$ cat src/hdl/elias_fano_stream_encoder_defines.svh
// Assertion macros shared by the encoder modules.
// Every macro samples on clk and is disabled while rst_n is low.
`ifndef ELIAS_FANO_STREAM_ENCODER_DEFINES_SVH
`define ELIAS_FANO_STREAM_ENCODER_DEFINES_SVH

// Same-cycle implication.
`define EFSE_ASSERT_IMP(name, ante, cons) \
    name: assert property (@(posedge clk) disable iff (!rst_n) (ante) |-> (cons)) \
        else $error("efse assertion failed: implication");

// Next-cycle implication.
`define EFSE_ASSERT_NEXT(name, ante, cons) \
    name: assert property (@(posedge clk) disable iff (!rst_n) (ante) |=> (cons)) \
        else $error("efse assertion failed: next-cycle implication");

`endif

$ cat src/hdl/efse_pkg.sv
package efse_pkg;

    localparam int VALUE_W = 64;
    localparam int LW_W    = 6;
    localparam int POS_W   = 61;
    localparam int Q_DEPTH = 4;
    localparam int Q_PTR_W = 2;
    localparam int Q_CNT_W = 3;

    localparam logic [1:0] KIND_LOW  = 2'd0;
    localparam logic [1:0] KIND_HIGH = 2'd1;
    localparam logic [1:0] KIND_RUN  = 2'd2;

    // Everything one input item asks the back end to send, in output order.
    typedef struct packed {
        logic               err;
        logic [63:0]        low_data;
        logic [3:0]         low_count;
        logic               hb_en;
        logic [7:0]         hb;
        logic               run_en;
        logic [POS_W-1:0]   run;
        logic               flow_en;
        logic [6:0]         flow;
        logic               last;
        logic [7:0]         fhigh;
        logic               trail_en;
    } job_t;

endpackage

$ cat src/hdl/efse_front.sv
`include "elias_fano_stream_encoder_defines.svh"

module efse_front
(
    input  logic                         clk,
    input  logic                         rst_n,
    input  logic [efse_pkg::LW_W-1:0]    low_width,
    input  logic                         in_valid,
    output logic                         in_stall,
    input  logic [efse_pkg::VALUE_W-1:0] value,
    input  logic                         last_value,
    output logic                         push,
    output efse_pkg::job_t               job,
    input  logic                         q_full
);

    logic adv;

    // Stage 1 state and registers
    logic [63:0] items_seen_reg, items_seen_next;
    logic [63:0] prev_reg, prev_next;
    logic        s1_valid_reg;
    logic [63:0] s1_low_reg, s1_h_reg, s1_i_reg;
    logic        s1_err_reg, s1_last_reg;

    // Stage 2 state and registers
    logic [6:0]  pend_bits_reg, pend_bits_next;
    logic [2:0]  pend_cnt_reg, pend_cnt_next;
    logic        s2_valid_reg;
    logic [63:0] s2_low_reg;
    logic [3:0]  s2_nbytes_reg;
    logic [efse_pkg::POS_W-1:0] s2_b_reg;
    logic [2:0]  s2_bit_reg;
    logic        s2_err_reg, s2_last_reg, s2_flow_en_reg;
    logic [6:0]  s2_flow_reg;

    // Stage 3 state
    logic [efse_pkg::POS_W-1:0] pos_reg, pos_next;
    logic [7:0]  part_reg, part_next;

    logic [63:0] mask;
    logic        accept;
    logic        err_in;

    logic [70:0] packed_w;
    logic [70:0] rest;
    logic [6:0]  total;
    logic [3:0]  lowsum;
    logic [62:0] hsum;
    logic [efse_pkg::POS_W-1:0] b_sat;

    logic [efse_pkg::POS_W:0] e_sum, d_sum;
    logic        gt, eq;
    logic [7:0]  bit_oh, part_upd;
    logic        hb_en, run_en, nonempty;
    logic [efse_pkg::POS_W-1:0] run_val;

    // The queue takes one job per cycle, so the pipe only halts when it is full.
    assign adv      = !(s2_valid_reg && q_full);
    assign in_stall = !adv;
    assign accept   = in_valid && adv;

    // Stage 1: mask and shift, order check.
    assign mask   = ~({64{1'b1}} << low_width);
    assign err_in = (items_seen_reg != 64'd0) && (value < prev_reg);

    always_comb
    begin
        items_seen_next = items_seen_reg;
        prev_next       = prev_reg;
        if (accept)
        begin
            items_seen_next = last_value ? 64'd0 : items_seen_reg + 64'd1;
            prev_next       = last_value ? 64'd0 : value;
        end
    end

    // Stage 2: low-part packing and the high byte index.
    assign packed_w = ({7'd0, s1_low_reg} << pend_cnt_reg) | {64'd0, pend_bits_reg};
    assign total    = {4'd0, pend_cnt_reg} + {1'b0, low_width};
    assign rest     = packed_w >> {total[6:3], 3'b000};
    assign lowsum   = {1'b0, s1_h_reg[2:0]} + {1'b0, s1_i_reg[2:0]};
    assign hsum     = {2'd0, s1_h_reg[63:3]} + {2'd0, s1_i_reg[63:3]} + {62'd0, lowsum[3]};
    assign b_sat    = (hsum[62:61] != 2'd0) ? {efse_pkg::POS_W{1'b1}} : hsum[60:0];

    always_comb
    begin
        pend_bits_next = pend_bits_reg;
        pend_cnt_next  = pend_cnt_reg;
        if (adv && s1_valid_reg)
        begin
            pend_bits_next = s1_last_reg ? 7'd0 : rest[6:0];
            pend_cnt_next  = s1_last_reg ? 3'd0 : total[2:0];
        end
    end

    // Stage 3: place the unary bit against the current high byte.
    // e_sum is b - pos - 1 with its carry telling b > pos.
    assign e_sum    = {1'b0, s2_b_reg} + {1'b0, ~pos_reg};
    assign d_sum    = {1'b0, s2_b_reg} - {1'b0, pos_reg};
    assign gt       = e_sum[efse_pkg::POS_W];
    assign eq       = (s2_b_reg == pos_reg);
    assign bit_oh   = 8'd1 << s2_bit_reg;
    assign hb_en    = gt && (part_reg != 8'd0);
    assign run_val  = (part_reg != 8'd0) ? e_sum[efse_pkg::POS_W-1:0]
                                         : d_sum[efse_pkg::POS_W-1:0];
    assign run_en   = gt && ((part_reg == 8'd0) || (e_sum[efse_pkg::POS_W-1:0] != '0));
    assign part_upd = gt ? bit_oh : (eq ? (part_reg | bit_oh) : part_reg);
    assign nonempty = (s2_nbytes_reg != 4'd0) || hb_en || run_en || s2_last_reg;

    always_comb
    begin
        pos_next  = pos_reg;
        part_next = part_reg;
        if (adv && s2_valid_reg)
        begin
            pos_next  = s2_last_reg ? '0 : (gt ? s2_b_reg : pos_reg);
            part_next = s2_last_reg ? 8'd0 : part_upd;
        end
    end

    always_comb
    begin
        job.err       = s2_err_reg;
        job.low_data  = s2_low_reg;
        job.low_count = s2_nbytes_reg;
        job.hb_en     = hb_en;
        job.hb        = part_reg;
        job.run_en    = run_en;
        job.run       = run_val;
        job.flow_en   = s2_flow_en_reg;
        job.flow      = s2_flow_reg;
        job.last      = s2_last_reg;
        job.fhigh     = part_upd;
        job.trail_en  = s2_last_reg && (s2_bit_reg == 3'd7);
    end

    assign push = s2_valid_reg && adv && nonempty;

    always_ff @(posedge clk or negedge rst_n)
    begin
        if (!rst_n)
        begin
            items_seen_reg <= '0;
            prev_reg       <= '0;
            pend_bits_reg  <= '0;
            pend_cnt_reg   <= '0;
            pos_reg        <= '0;
            part_reg       <= '0;
            s1_valid_reg   <= 1'b0;
            s2_valid_reg   <= 1'b0;
        end
        else
        begin
            items_seen_reg <= items_seen_next;
            prev_reg       <= prev_next;
            pend_bits_reg  <= pend_bits_next;
            pend_cnt_reg   <= pend_cnt_next;
            pos_reg        <= pos_next;
            part_reg       <= part_next;
            if (adv)
            begin
                s1_valid_reg <= in_valid;
                s2_valid_reg <= s1_valid_reg;
            end
        end
    end

    always_ff @(posedge clk)
    begin
        if (adv)
        begin
            s1_low_reg     <= value & mask;
            s1_h_reg       <= value >> low_width;
            s1_i_reg       <= items_seen_reg;
            s1_err_reg     <= err_in;
            s1_last_reg    <= last_value;
            s2_low_reg     <= packed_w[63:0];
            s2_nbytes_reg  <= total[6:3];
            s2_b_reg       <= b_sat;
            s2_bit_reg     <= lowsum[2:0];
            s2_err_reg     <= s1_err_reg;
            s2_last_reg    <= s1_last_reg;
            s2_flow_en_reg <= s1_last_reg && (total[2:0] != 3'd0);
            s2_flow_reg    <= rest[6:0];
        end
    end

    `EFSE_ASSERT_IMP(a_pend_clean, 1'b1, (pend_bits_reg >> pend_cnt_reg) == 7'd0)
    `EFSE_ASSERT_IMP(a_pos_has_byte, pos_reg != '0, part_reg != 8'd0)
    `EFSE_ASSERT_NEXT(a_set_end, accept && last_value, items_seen_reg == 64'd0 && prev_reg == 64'd0)

endmodule

$ cat src/hdl/efse_fifo.sv
module efse_fifo
(
    input  logic           clk,
    input  logic           rst_n,
    input  logic           push,
    input  efse_pkg::job_t wr_job,
    output logic           full,
    input  logic           pop,
    output efse_pkg::job_t rd_job,
    output logic           empty
);

    efse_pkg::job_t mem [efse_pkg::Q_DEPTH];

    logic [efse_pkg::Q_PTR_W-1:0] wr_ptr_reg, rd_ptr_reg;
    logic [efse_pkg::Q_CNT_W-1:0] count_reg, count_next;

    assign full   = (count_reg == efse_pkg::Q_CNT_W'(efse_pkg::Q_DEPTH));
    assign empty  = (count_reg == '0);
    assign rd_job = mem[rd_ptr_reg];

    always_comb
    begin
        count_next = count_reg;
        if (push && !pop)
        begin
            count_next = count_reg + 1'b1;
        end
        else if (pop && !push)
        begin
            count_next = count_reg - 1'b1;
        end
    end

    always_ff @(posedge clk or negedge rst_n)
    begin
        if (!rst_n)
        begin
            wr_ptr_reg <= '0;
            rd_ptr_reg <= '0;
            count_reg  <= '0;
        end
        else
        begin
            count_reg <= count_next;
            if (push)
            begin
                wr_ptr_reg <= wr_ptr_reg + 1'b1;
            end
            if (pop)
            begin
                rd_ptr_reg <= rd_ptr_reg + 1'b1;
            end
        end
    end

    always_ff @(posedge clk)
    begin
        if (push)
        begin
            mem[wr_ptr_reg] <= wr_job;
        end
    end

endmodule

$ cat src/hdl/efse_back.sv
`include "elias_fano_stream_encoder_defines.svh"

module efse_back
(
    input  logic                        clk,
    input  logic                        rst_n,
    input  efse_pkg::job_t              head,
    input  logic                        q_empty,
    output logic                        pop,
    output logic                        out_valid,
    input  logic                        out_stall,
    output logic [1:0]                  kind,
    output logic [7:0]                  data_byte,
    output logic [efse_pkg::POS_W-1:0]  run_length,
    output logic                        order_error,
    output logic                        last_result
);

    // Bit positions of the result groups, in output order.
    localparam int PH_LOW   = 0;
    localparam int PH_HBYTE = 1;
    localparam int PH_RUN   = 2;
    localparam int PH_FLOW  = 3;
    localparam int PH_FHIGH = 4;
    localparam int PH_TRAIL = 5;

    logic [5:0] rem_reg, rem_next;
    logic [2:0] idx_reg, idx_next;
    logic [5:0] act, eff, sel, rem_after;
    logic       fire, low_done;

    logic                       out_valid_reg;
    logic [1:0]                 kind_reg, kind_next;
    logic [7:0]                 byte_reg, byte_next;
    logic [efse_pkg::POS_W-1:0] run_reg, run_next;
    logic                       err_reg, last_reg;

    assign act = {head.trail_en, head.last, head.flow_en, head.run_en, head.hb_en,
                  head.low_count != 4'd0};
    // A zero mask means the head job has not been started yet.
    assign eff      = (rem_reg == 6'd0) ? act : rem_reg;
    assign sel      = eff & (~eff + 6'd1);
    assign fire     = !q_empty && (!out_valid_reg || !out_stall);
    assign low_done = ({1'b0, idx_reg} + 4'd1) == head.low_count;
    assign rem_after = (sel[PH_LOW] && !low_done) ? eff : (eff & ~sel);
    assign pop      = fire && (rem_after == 6'd0);

    always_comb
    begin
        rem_next = rem_reg;
        idx_next = idx_reg;
        if (fire)
        begin
            rem_next = rem_after;
            idx_next = (sel[PH_LOW] && !low_done) ? idx_reg + 3'd1 : 3'd0;
        end
    end

    always_comb
    begin
        kind_next = efse_pkg::KIND_HIGH;
        byte_next = 8'd0;
        run_next  = '0;
        if (sel[PH_LOW])
        begin
            kind_next = efse_pkg::KIND_LOW;
            byte_next = head.low_data[{idx_reg, 3'b000} +: 8];
        end
        else if (sel[PH_HBYTE])
        begin
            byte_next = head.hb;
        end
        else if (sel[PH_RUN])
        begin
            kind_next = efse_pkg::KIND_RUN;
            run_next  = head.run;
        end
        else if (sel[PH_FLOW])
        begin
            kind_next = efse_pkg::KIND_LOW;
            byte_next = {1'b0, head.flow};
        end
        else if (sel[PH_FHIGH])
        begin
            byte_next = head.fhigh;
        end
        else if (sel[PH_TRAIL])
        begin
            byte_next = 8'd0;
        end
    end

    always_ff @(posedge clk or negedge rst_n)
    begin
        if (!rst_n)
        begin
            rem_reg       <= '0;
            idx_reg       <= '0;
            out_valid_reg <= 1'b0;
        end
        else
        begin
            rem_reg <= rem_next;
            idx_reg <= idx_next;
            if (fire)
            begin
                out_valid_reg <= 1'b1;
            end
            else if (!out_stall)
            begin
                out_valid_reg <= 1'b0;
            end
        end
    end

    always_ff @(posedge clk)
    begin
        if (fire)
        begin
            kind_reg <= kind_next;
            byte_reg <= byte_next;
            run_reg  <= run_next;
            err_reg  <= head.err;
            last_reg <= (rem_after == 6'd0);
        end
    end

    assign out_valid   = out_valid_reg;
    assign kind        = kind_reg;
    assign data_byte   = byte_reg;
    assign run_length  = run_reg;
    assign order_error = err_reg;
    assign last_result = last_reg;

    `EFSE_ASSERT_IMP(a_busy_has_job, rem_reg != 6'd0, !q_empty)
    `EFSE_ASSERT_IMP(a_rem_subset, rem_reg != 6'd0, (rem_reg & ~act) == 6'd0)
    `EFSE_ASSERT_IMP(a_low_idx, fire && sel[PH_LOW], {1'b0, idx_reg} < head.low_count)

endmodule

$ cat src/hdl/elias_fano_stream_encoder.sv
// Elias-Fano encoder for a non-decreasing stream of 64-bit values. Each value
// word yields its low-part bytes (low_width bits per value, packed LSB first),
// then any finished high-part byte and one run-length word for a stretch of
// zero high bytes; the value marked last_value also flushes the partial low
// byte, the partial high byte and, when needed, a trailing zero byte, and then
// clears the stream state. Input words enter a three-stage front end at one per
// clock when not stalled and are queued four deep as result jobs; the back end
// sends one result word per clock, unless out_stall holds it, through an output
// register. An item makes from 0 up to 13 results (about low_width/8 low bytes
// plus up to two high results, three more on the last value), and that single
// result port sets the sustained rate. Results pass the stage 1 and 2 registers,
// the queue and the output register. low_width is written through the cfg port,
// which is always ready, and must only change while the encoder is idle.
module elias_fano_stream_encoder
(
    input  logic                         clk,
    input  logic                         rst_n,
    input  logic                         cfg_valid,
    output logic                         cfg_ready,
    input  logic [efse_pkg::LW_W-1:0]    low_width,
    input  logic                         in_valid,
    output logic                         in_stall,
    input  logic [efse_pkg::VALUE_W-1:0] value,
    input  logic                         last_value,
    output logic                         out_valid,
    input  logic                         out_stall,
    output logic [1:0]                   kind,
    output logic [7:0]                   data_byte,
    output logic [efse_pkg::POS_W-1:0]   run_length,
    output logic                         order_error,
    output logic                         last_result
);

    logic [efse_pkg::LW_W-1:0] low_width_reg;
    logic                      push, pop, q_full, q_empty;
    efse_pkg::job_t            wr_job, rd_job;

    assign cfg_ready = 1'b1;

    always_ff @(posedge clk or negedge rst_n)
    begin
        if (!rst_n)
        begin
            low_width_reg <= '0;
        end
        else if (cfg_valid)
        begin
            low_width_reg <= low_width;
        end
    end

    efse_front u_front
    (
        .clk        (clk),
        .rst_n      (rst_n),
        .low_width  (low_width_reg),
        .in_valid   (in_valid),
        .in_stall   (in_stall),
        .value      (value),
        .last_value (last_value),
        .push       (push),
        .job        (wr_job),
        .q_full     (q_full)
    );

    efse_fifo u_fifo
    (
        .clk    (clk),
        .rst_n  (rst_n),
        .push   (push),
        .wr_job (wr_job),
        .full   (q_full),
        .pop    (pop),
        .rd_job (rd_job),
        .empty  (q_empty)
    );

    efse_back u_back
    (
        .clk         (clk),
        .rst_n       (rst_n),
        .head        (rd_job),
        .q_empty     (q_empty),
        .pop         (pop),
        .out_valid   (out_valid),
        .out_stall   (out_stall),
        .kind        (kind),
        .data_byte   (data_byte),
        .run_length  (run_length),
        .order_error (order_error),
        .last_result (last_result)
    );

endmodule
$ cat config.mk
export PLATFORM = sky130hd
export DESIGN_NAME = elias_fano_stream_encoder
export DESIGN_NICKNAME = d
export VERILOG_FILES = /design/src/hdl/efse_pkg.sv /design/src/hdl/efse_front.sv /design/src/hdl/efse_fifo.sv /design/src/hdl/efse_back.sv /design/src/hdl/elias_fano_stream_encoder.sv
export VERILOG_INCLUDE_DIRS = /design/src /design/src/hdl
export SDC_FILE = /design/constraint.sdc
export NUM_CORES = 2
export LEC_CHECK = 0
export BUFFER_PORTS_ARGS = -buffer_cell sky130_fd_sc_hd__buf_2
export CAP_MARGIN = 20
export CELL_PAD_IN_SITES_DETAIL_PLACEMENT = 1
export CELL_PAD_IN_SITES_GLOBAL_PLACEMENT = 1
export CORE_MARGIN = 2
export CORE_UTILIZATION = 53
export CTS_CLUSTER_DIAMETER = 120
export DETAILED_ROUTE_END_ITERATION = 7
export PLACE_DENSITY = 0.8
export SLEW_MARGIN = 20
export SYNTH_ARGS = -nofsm -noshare
export SYNTH_HDL_FRONTEND = slang
export SYNTH_HIERARCHICAL = 1
export SYNTH_SLANG_ARGS = --single-unit
$ cat constraint.sdc
create_clock -name clk -period 13.6 [get_ports clk]
set_clock_uncertainty 0.05 [all_clocks]
set_input_delay 2.04 -clock clk [delete_from_list [all_inputs] [get_ports clk]]
set_output_delay 2.04 -clock clk [all_outputs]
set_load 0.1 [all_outputs]
**Yosys cells after proc, flatten, opt, wreduce, memory -nomap -nowiden**

Memories as Yosys holds them, arrays and structs flattened.
Index checks and enable logic that the tools add are counted.

- Add/subtract/negate cells: 14
- Shift-type cells: 6
- Eq/ne operators: 5
- Muxes and demuxes: 27
- Reduce and logical (&&, ||, !) cells: 43
- Magnitude comparators: 1
- Bitwise operators: 10

Operator list:

| kind | count |
|---|---|
| two-way mux 61 bit | 3 |
| two-way mux 64 bit | 2 |
| adder 61 x 61 -> 62 bit | 2 |
| bitwise OR 71 x 7 -> 71 bit | 1 |
| << shifter 64 x 3 -> 71 bit | 1 |
| >> shifter 71 x 7 -> 7 bit | 1 |
| adder 64 x 1 -> 64 bit, second input constant | 1 |
| AND 64 bit | 1 |
| less-than comparator 64 bit | 1 |
| two-way mux 8 bit | 8 |
| NOT 64 bit | 1 |
| nonzero test 64 bit | 1 |
| indexed part select 64 x 7 -> 8 bit | 1 |
| << shifter 64 x 6 -> 64 bit, first input constant | 1 |
| >> shifter 64 x 6 -> 64 bit | 1 |
| adder 63 x 1 -> 63 bit | 1 |
| == test 61 bit | 1 |
| NOT 61 bit | 1 |
| nonzero test 61 bit | 1 |
| subtractor 61 bit | 1 |
| logical AND 1 bit | 15 |
| AND 6 bit | 2 |
| logical NOT 6 bit | 2 |
| two-way mux 3 bit | 4 |
| 29 further kinds | 52 |

- Logic and storage cells: 141
- Output and inout port bits: 76
- Memories kept: 1
- Register bits after elaboration: 641
- Input bits: 76
- RAM bits: 632

Memories:

| name | words | bits a word | read ports | clocked after memory_dff | write ports | line | RTL |
|---|---|---|---|---|---|---|---|
| u_fifo.mem | 4 | 158 | 1 | 0 | 1 | efse_fifo.sv:13 | `efse_pkg::job_t mem [efse_pkg::Q_DEPTH];` |

**Longest topological paths before layout**

An unclocked memory read counts as a cell.

- Depth in word-level cells: 14
- Depth in mapped cells: 19
- Depth with buffers taken out: 17

**Modules after synthesis**

The synthesis kept the hierarchy.

By module, submodules not included:

| module | instances | cells an instance | area each (µm²) | seq. area each (µm²) |
|---|---|---|---|---|
| efse_front | 1 | 3924 | 37274.5 | 15289.7 |
| efse_fifo | 1 | 860 | 23178.5 | 19153.4 |
| efse_back | 1 | 266 | 3993.8 | 2442.3 |
| elias_fano_stream_encoder | 1 | 15 | 262.8 | 150.1 |

**Worst setup path before layout**

Ideal clock, no wire load.

- Path kind: register to output
- Start: register u_fifo/count_reg[2] (netlist bit)
- End: output in_stall
- Buffers on the path: 0
- Stages on the path, launching flop included: 4
- Required time: 11.510 ns
- Arrival: 11.288 ns
- Path slack: 0.222 ns
- Cells stage by stage: dfrtp_1 -> nor3b_1 -> nand2_1 -> inv_1

- Cells in the longest elaborated chain, start to end: 2

RTL lines:

| item | line | RTL |
|---|---|---|
| from (decl) | efse_fifo.sv:16 | `logic [efse_pkg::Q_CNT_W-1:0] count_reg, count_next;` |
| from (signal assigned) | efse_fifo.sv:45 | `count_reg <= count_next;` |
| == test 3 bit | efse_fifo.sv:18 | `assign full = (count_reg == efse_pkg::Q_CNT_W'(efse_pkg::Q_DEPTH));` |
| net q_full | elias_fano_stream_encoder.sv:35 | `logic push, pop, q_full, q_empty;` |
| logical AND 1 bit | efse_front.sv:59 | `assign adv = !(s2_valid_reg && q_full);` |
| to (decl) | elias_fano_stream_encoder.sv:22 | `output logic in_stall,` |

The timed path passes the listed nets, and every way through them passes these cells.

**Worst setup path after layout**

- Start: register u_front/s2_b_reg[2] (netlist bit)
- End: memory u_fifo/mem[1][98] (netlist bit) (enable)

- Cells in the longest elaborated chain, start to end: 9
- Elaborated cells on any way between the ends: 11
- Those cells by class: add/sub (1); mux (2); reduce/logical (8)

RTL lines:

| item | line | RTL |
|---|---|---|
| from (decl) | efse_front.sv:32 | `logic [efse_pkg::POS_W-1:0] s2_b_reg;` |
| from (signal assigned) | efse_front.sv:180 | `s2_b_reg <= b_sat;` |
| adder 61 x 61 -> 62 bit * | efse_front.sv:99 | `assign e_sum = {1'b0, s2_b_reg} + {1'b0, ~pos_reg};` |
| nonzero test 61 bit | efse_front.sv:107 | `assign run_en = gt && ((part_reg == 8'd0) \|\| (e_sum[efse_pkg::POS_W-1:0] != '0));` |
| logical OR 1 bit | efse_front.sv:107 |  |
| logical AND 1 bit | efse_front.sv:107 |  |
| logical OR 1 bit * (2 in a row) | efse_front.sv:109 | `assign nonempty = (s2_nbytes_reg != 4'd0) \|\| hb_en \|\| run_en \|\| s2_last_reg;` |
| logical AND 1 bit * | efse_front.sv:138 | `assign push = s2_valid_reg && adv && nonempty;` |
| net push | elias_fano_stream_encoder.sv:35 |  |
| two-way mux 1 bit * | efse_fifo.sv:59 | `if (push)` |
| two-way mux 1 bit (not written as such) * | efse_fifo.sv:61 | `mem[wr_ptr_reg] <= wr_job;` |
| to (decl) | efse_fifo.sv:13 |  |

The timed path passes the listed nets; every way through them passes the cells marked *.

==> results list <==
- HPWL after detailed placement: 135000 um
- Hold bufs inserted after CTS: 0
- Number of global-route vias before repair: 45599
- Overall die area: 125000 sq um
* Unrepaired setup endpoints after global routing: no
* Origin of the worst min-delay path: u_front/s2_low_reg[61]$_DFFE_PN_
- Measured along the x axis, the die boundary spans 353 um.
- Fraction of power consumed by the clock network: 17.6%
- After detailed routing, the average wire length per cell comes to 27.8 um.
* Proportion of synthesized flip-flops having asynchronous set or reset: 18.2%
- STA classifies the critical path endpoint as a flop.
* First drt pass iteration count: 5
- Input and output buffers added on the ports amount to 150.
- FF-to-FF setup slack: 6.82 ns
- The tightest hold path in the finished design has a slack of 0.453 ns.
- Hold Path Cell Cnt: 0
* Netlist Area Pre-Place: 64700 sq um
- Source-to-sink clock delay at the later pin of the worst-skew pair: 0.79 ns
- Count of antenna-violating nets left after detailed routing: 0
- Max Root-Sink Buffers: 3
- After floorplanning, the core was sized to cover 121000 sq um.
- Register with the most flip-flops: u_fifo/mem
* Cells after Synth: 5065
- Top cells by area in the synthesized netlist: edfxtp_1 48%, mux4_2 10%, dfrtp_1 9.0%, ha_1 3.8%, nand2_1 3.6%
- Switch share: 43.6%
* Fraction of synthesized cell area taken by the top area cell type: 48.3%
* Syn nets: 5347
* Proportion of power drawn by combinational gates: 46.8%
- The most common cell in the synthesized netlist is edfxtp_1.
* Maximum number of pins on one net before global-route repair: 164
* Count of maximum capacitance violations: 0
* Maximum clock frequency: 147 MHz
- Setup violators final: 0
- Critical Path Fanout Max: 65
- Each instance of the synthesized netlist takes up on average 12.8 sq um.
* Transition time of the tightest slew-check pin: 1.16 ns
* Warnings from Yosys: 6
* Clock tree from TritonCTS: yes
- Worst path setup slack after routing: 6.82 ns
* Register bit total from synthesis: 1272
- Synth area leader: edfxtp_1
- Among all flip-flop cells after synthesis, the most frequent one is edfxtp_1.
* Number of synthesized flops with an enable pin: 1040
- The area growth from synthesis to layout is 9.49%.
* Time the final worst path needs with I/O delays and setup: 6.78 ns
- Detailed Route WL: 190000 um
- Required time at the endpoint of the critical path: 13.94 ns
- Of the total power, registers draw 35.6%.
- Dividing total power by cell area gives a power density of 288 nW/um^2.
* Flip-flop count of the largest register, all copies and words added: 632
- Remaining Overflow, GRT: 0
* Startpoint of the worst register-to-register path: u_front/s2_b_reg[2]$_SDFFCE_PP1N_
- Floorplan die height: 353 um
- The number of antenna violations at the first check in global routing came to 7.
- CTS sink count: 1272
- OpenSTA, run right after detailed placement, puts the worst setup slack at 6.97 ns.
* RePlAce Congestion: 0.953
- Global routing consumed, over all layers together, 30.4% of the routing resources.
* Setup crit start kind: flop
* Total via count in the routed design: 43961
- Launching instance or port of the critical path: u_front/s2_b_reg[2]$_SDFFCE_PP1N_
- In the final layout, the share of cells above drive strength 1 is 14.8%.
- The share of the Yosys chip area taken by registers is 57.2%.
- Initial drt markers: 4439
- For hold timing, the worst endpoint is u_fifo/mem[2][154]$_DFFE_PP_.
- Gate family responsible for the most delay along the worst path: compound AO/OA/AOI/OAI gates
* Clock buffer count from CTS: 136
- Endpoint of the worst-slack reg-to-reg timing path: u_fifo/mem[1][98]$_DFFE_PP_
- Data arrives at the worst endpoint at 7.12 ns.
* CP max-delay cell: buf_4
* Standby leakage power: 0.0270 uW
- Depth of the worst register-to-register path: 14
- In this run the core area contains 128 standard-cell rows.
* Setup Total Neg Slack: 0 ns
- Count of boundary I/O pins: 152
- Counting instances in the post-synthesis netlist gives the leading cell types as 1040 x edfxtp_1, 618 x nand2_1, 332 x nor2_1.
* Post-route core utilization: 58.4%
- The signal on the critical path passes through ha_1 > and4_1 > nand2_1 > a2111oi_0 > nor4bb_1 > o21ai_1 > a21oi_1 > nand2_1 > o31ai_2 > buf_4 > a31oi_1 > and2_4 > buf_4 > buf_4.
- After clock tree synthesis, the repair step resized 0 gates.
- Once the floorplan was initialized, standard cells occupied 53.3% of the core.
- By instance count, the cell type seen most on the critical path is buf_4.
- Global-route wire length before repair: 288000 um
- DRC violation count after routing: 0
- Worst-path clk slew: 0.06 ns
- Class of the most critical hold timing path: reg2reg
- Overall power: 20400 uW
- Fin. max-slew vios: 0
- Number of distinct library cell variants in the gate-level netlist after synthesis: 100
- Root Buffer Master: clkbuf_16
* Internal power consumption: 11500 uW
* Worst rel slew slack: 22.2%
- H-tree Lvls: 4
* Result of the run: completed
- For this design the total switching power over the nets is 8890 uW.
- Across the VDD grid, the largest voltage drop is 0.286 mV.
- Using the TritonRoute via totals, the vias-per-cell ratio works out to 6.43.
- After clock tree synthesis, the setup repair step added 0 buffers.
- The critical path in this run is classified as reg2reg.
* Delay of the slowest cell on the worst path: 0.84 ns
* Number of buffer and inverter instances along the worst setup path: 3
* Filler Cells Inserted: 12128
- Part of the cycle the worst path needs: 49.9%
* Fin nets: 5385
- The final count of hold timing violations came to 0.
==> power groups by stage <==
stage | clock (uW) | sequential [uW] | combinational, uW
final | 3580 | 7260 | 9550
after CTS | 3630 | 7260 | 9370
after global placement | 0 | 7120 | 8970
after global routing | 3770 | 7380 | 10100
after detailed placement | 0 | 7290 | 9260
after floorplan | 0 | 7670 | 5870
==> metrics by stage <==
step	cell area, sq um	instances
after global placement	66500	6590
final	70900	6839
after CTS	70800	6836
after floorplan	64700	5065
after global routing	70800	6838
after detailed placement	66500	6590
==> final cells by class <==
class | count | area, sq um | area share, %
multi-input combinational | 3305 | 25600 | 36.1
sequential | 1272 | 37100 | 52.3
timing repair buffer | 192 | 1100 | 1.56
tap | 1625 | 2030 | 2.87
clock buffer | 177 | 3690 | 5.21
clock inverter | 69 | 607 | 0.856
antenna | 3 | 7.51 | 0.0106
inverter | 196 | 737 | 1.04
==> cell families (layout without fill, tap and decap cells) <==
kind of cell | count (synthesis) | in the layout | share of synthesized area [%]
muxes | 379 | 379 | 11.6
DFF | 1272 | 1272 | 57.2
xor gates and xnor gates | 226 | 226 | 3.06
adders and majority gates | 207 | 207 | 4.08
and+or+nand+nor | 1489 | 1489 | 10.9
AOI/OAI and AO/OA | 1003 | 1003 | 9.88
buffers and inverters | 488 | 634 | 3.26
other | 1 | 4 | 0.00580
==> routing by layer <==
layer	part of all wire [%]	global-route usage, %	vias up
met5	0	0	-
met4	4.3	12.5	0
met3	6.7	4.01	404
met2	48	49.3	2011
met1	41	41.8	22416
li1	-	-	19130
==> worst register-to-register path, delay by kind of cell, from the launching register on <==
kind	cells	cell delay (ns)
simple gates	5	1.56
compound gates	5	1.90
flops	1	0.40
fa+ha+maj	1	0.58
buf+inv	3	1.80
==> worst max-delay path by stage <==
stage,slack [ns],depth (start not counted),endpoint
finish,6.82,14,u_fifo/mem[1][98]$_DFFE_PP_
detailed placement,6.97,14,u_fifo/mem[1][94]$_DFFE_PP_
floorplan,0.22,3,in_stall
global placement,7.14,14,u_fifo/mem[1][94]$_DFFE_PP_
global route,6.49,14,u_fifo/mem[0][123]$_DFFE_PP_
CTS,6.88,14,u_fifo/mem[0][114]$_DFFE_PP_
==> placed cells by master, fill, tap and decap left out, drive strengths merged, types with 37 or more instances in the layout <==
cell type / n
nand2: 619
a22o: 71
mux4: 294
and3: 37
nor3: 42
a21oi: 265
clkinv: 53
a21o: 74
nand3b: 67
nand3: 63
ha: 199
dfrtp: 232
nor2: 336
xor2: 113
xnor2: 113
clkbuf: 177
and2: 79
mux2i: 61
buf: 192
o21ai: 287
inv: 200
nand4: 88
a31oi: 41
edfxtp: 1040
Note: power is estimated with default switching activity, not from simulation.
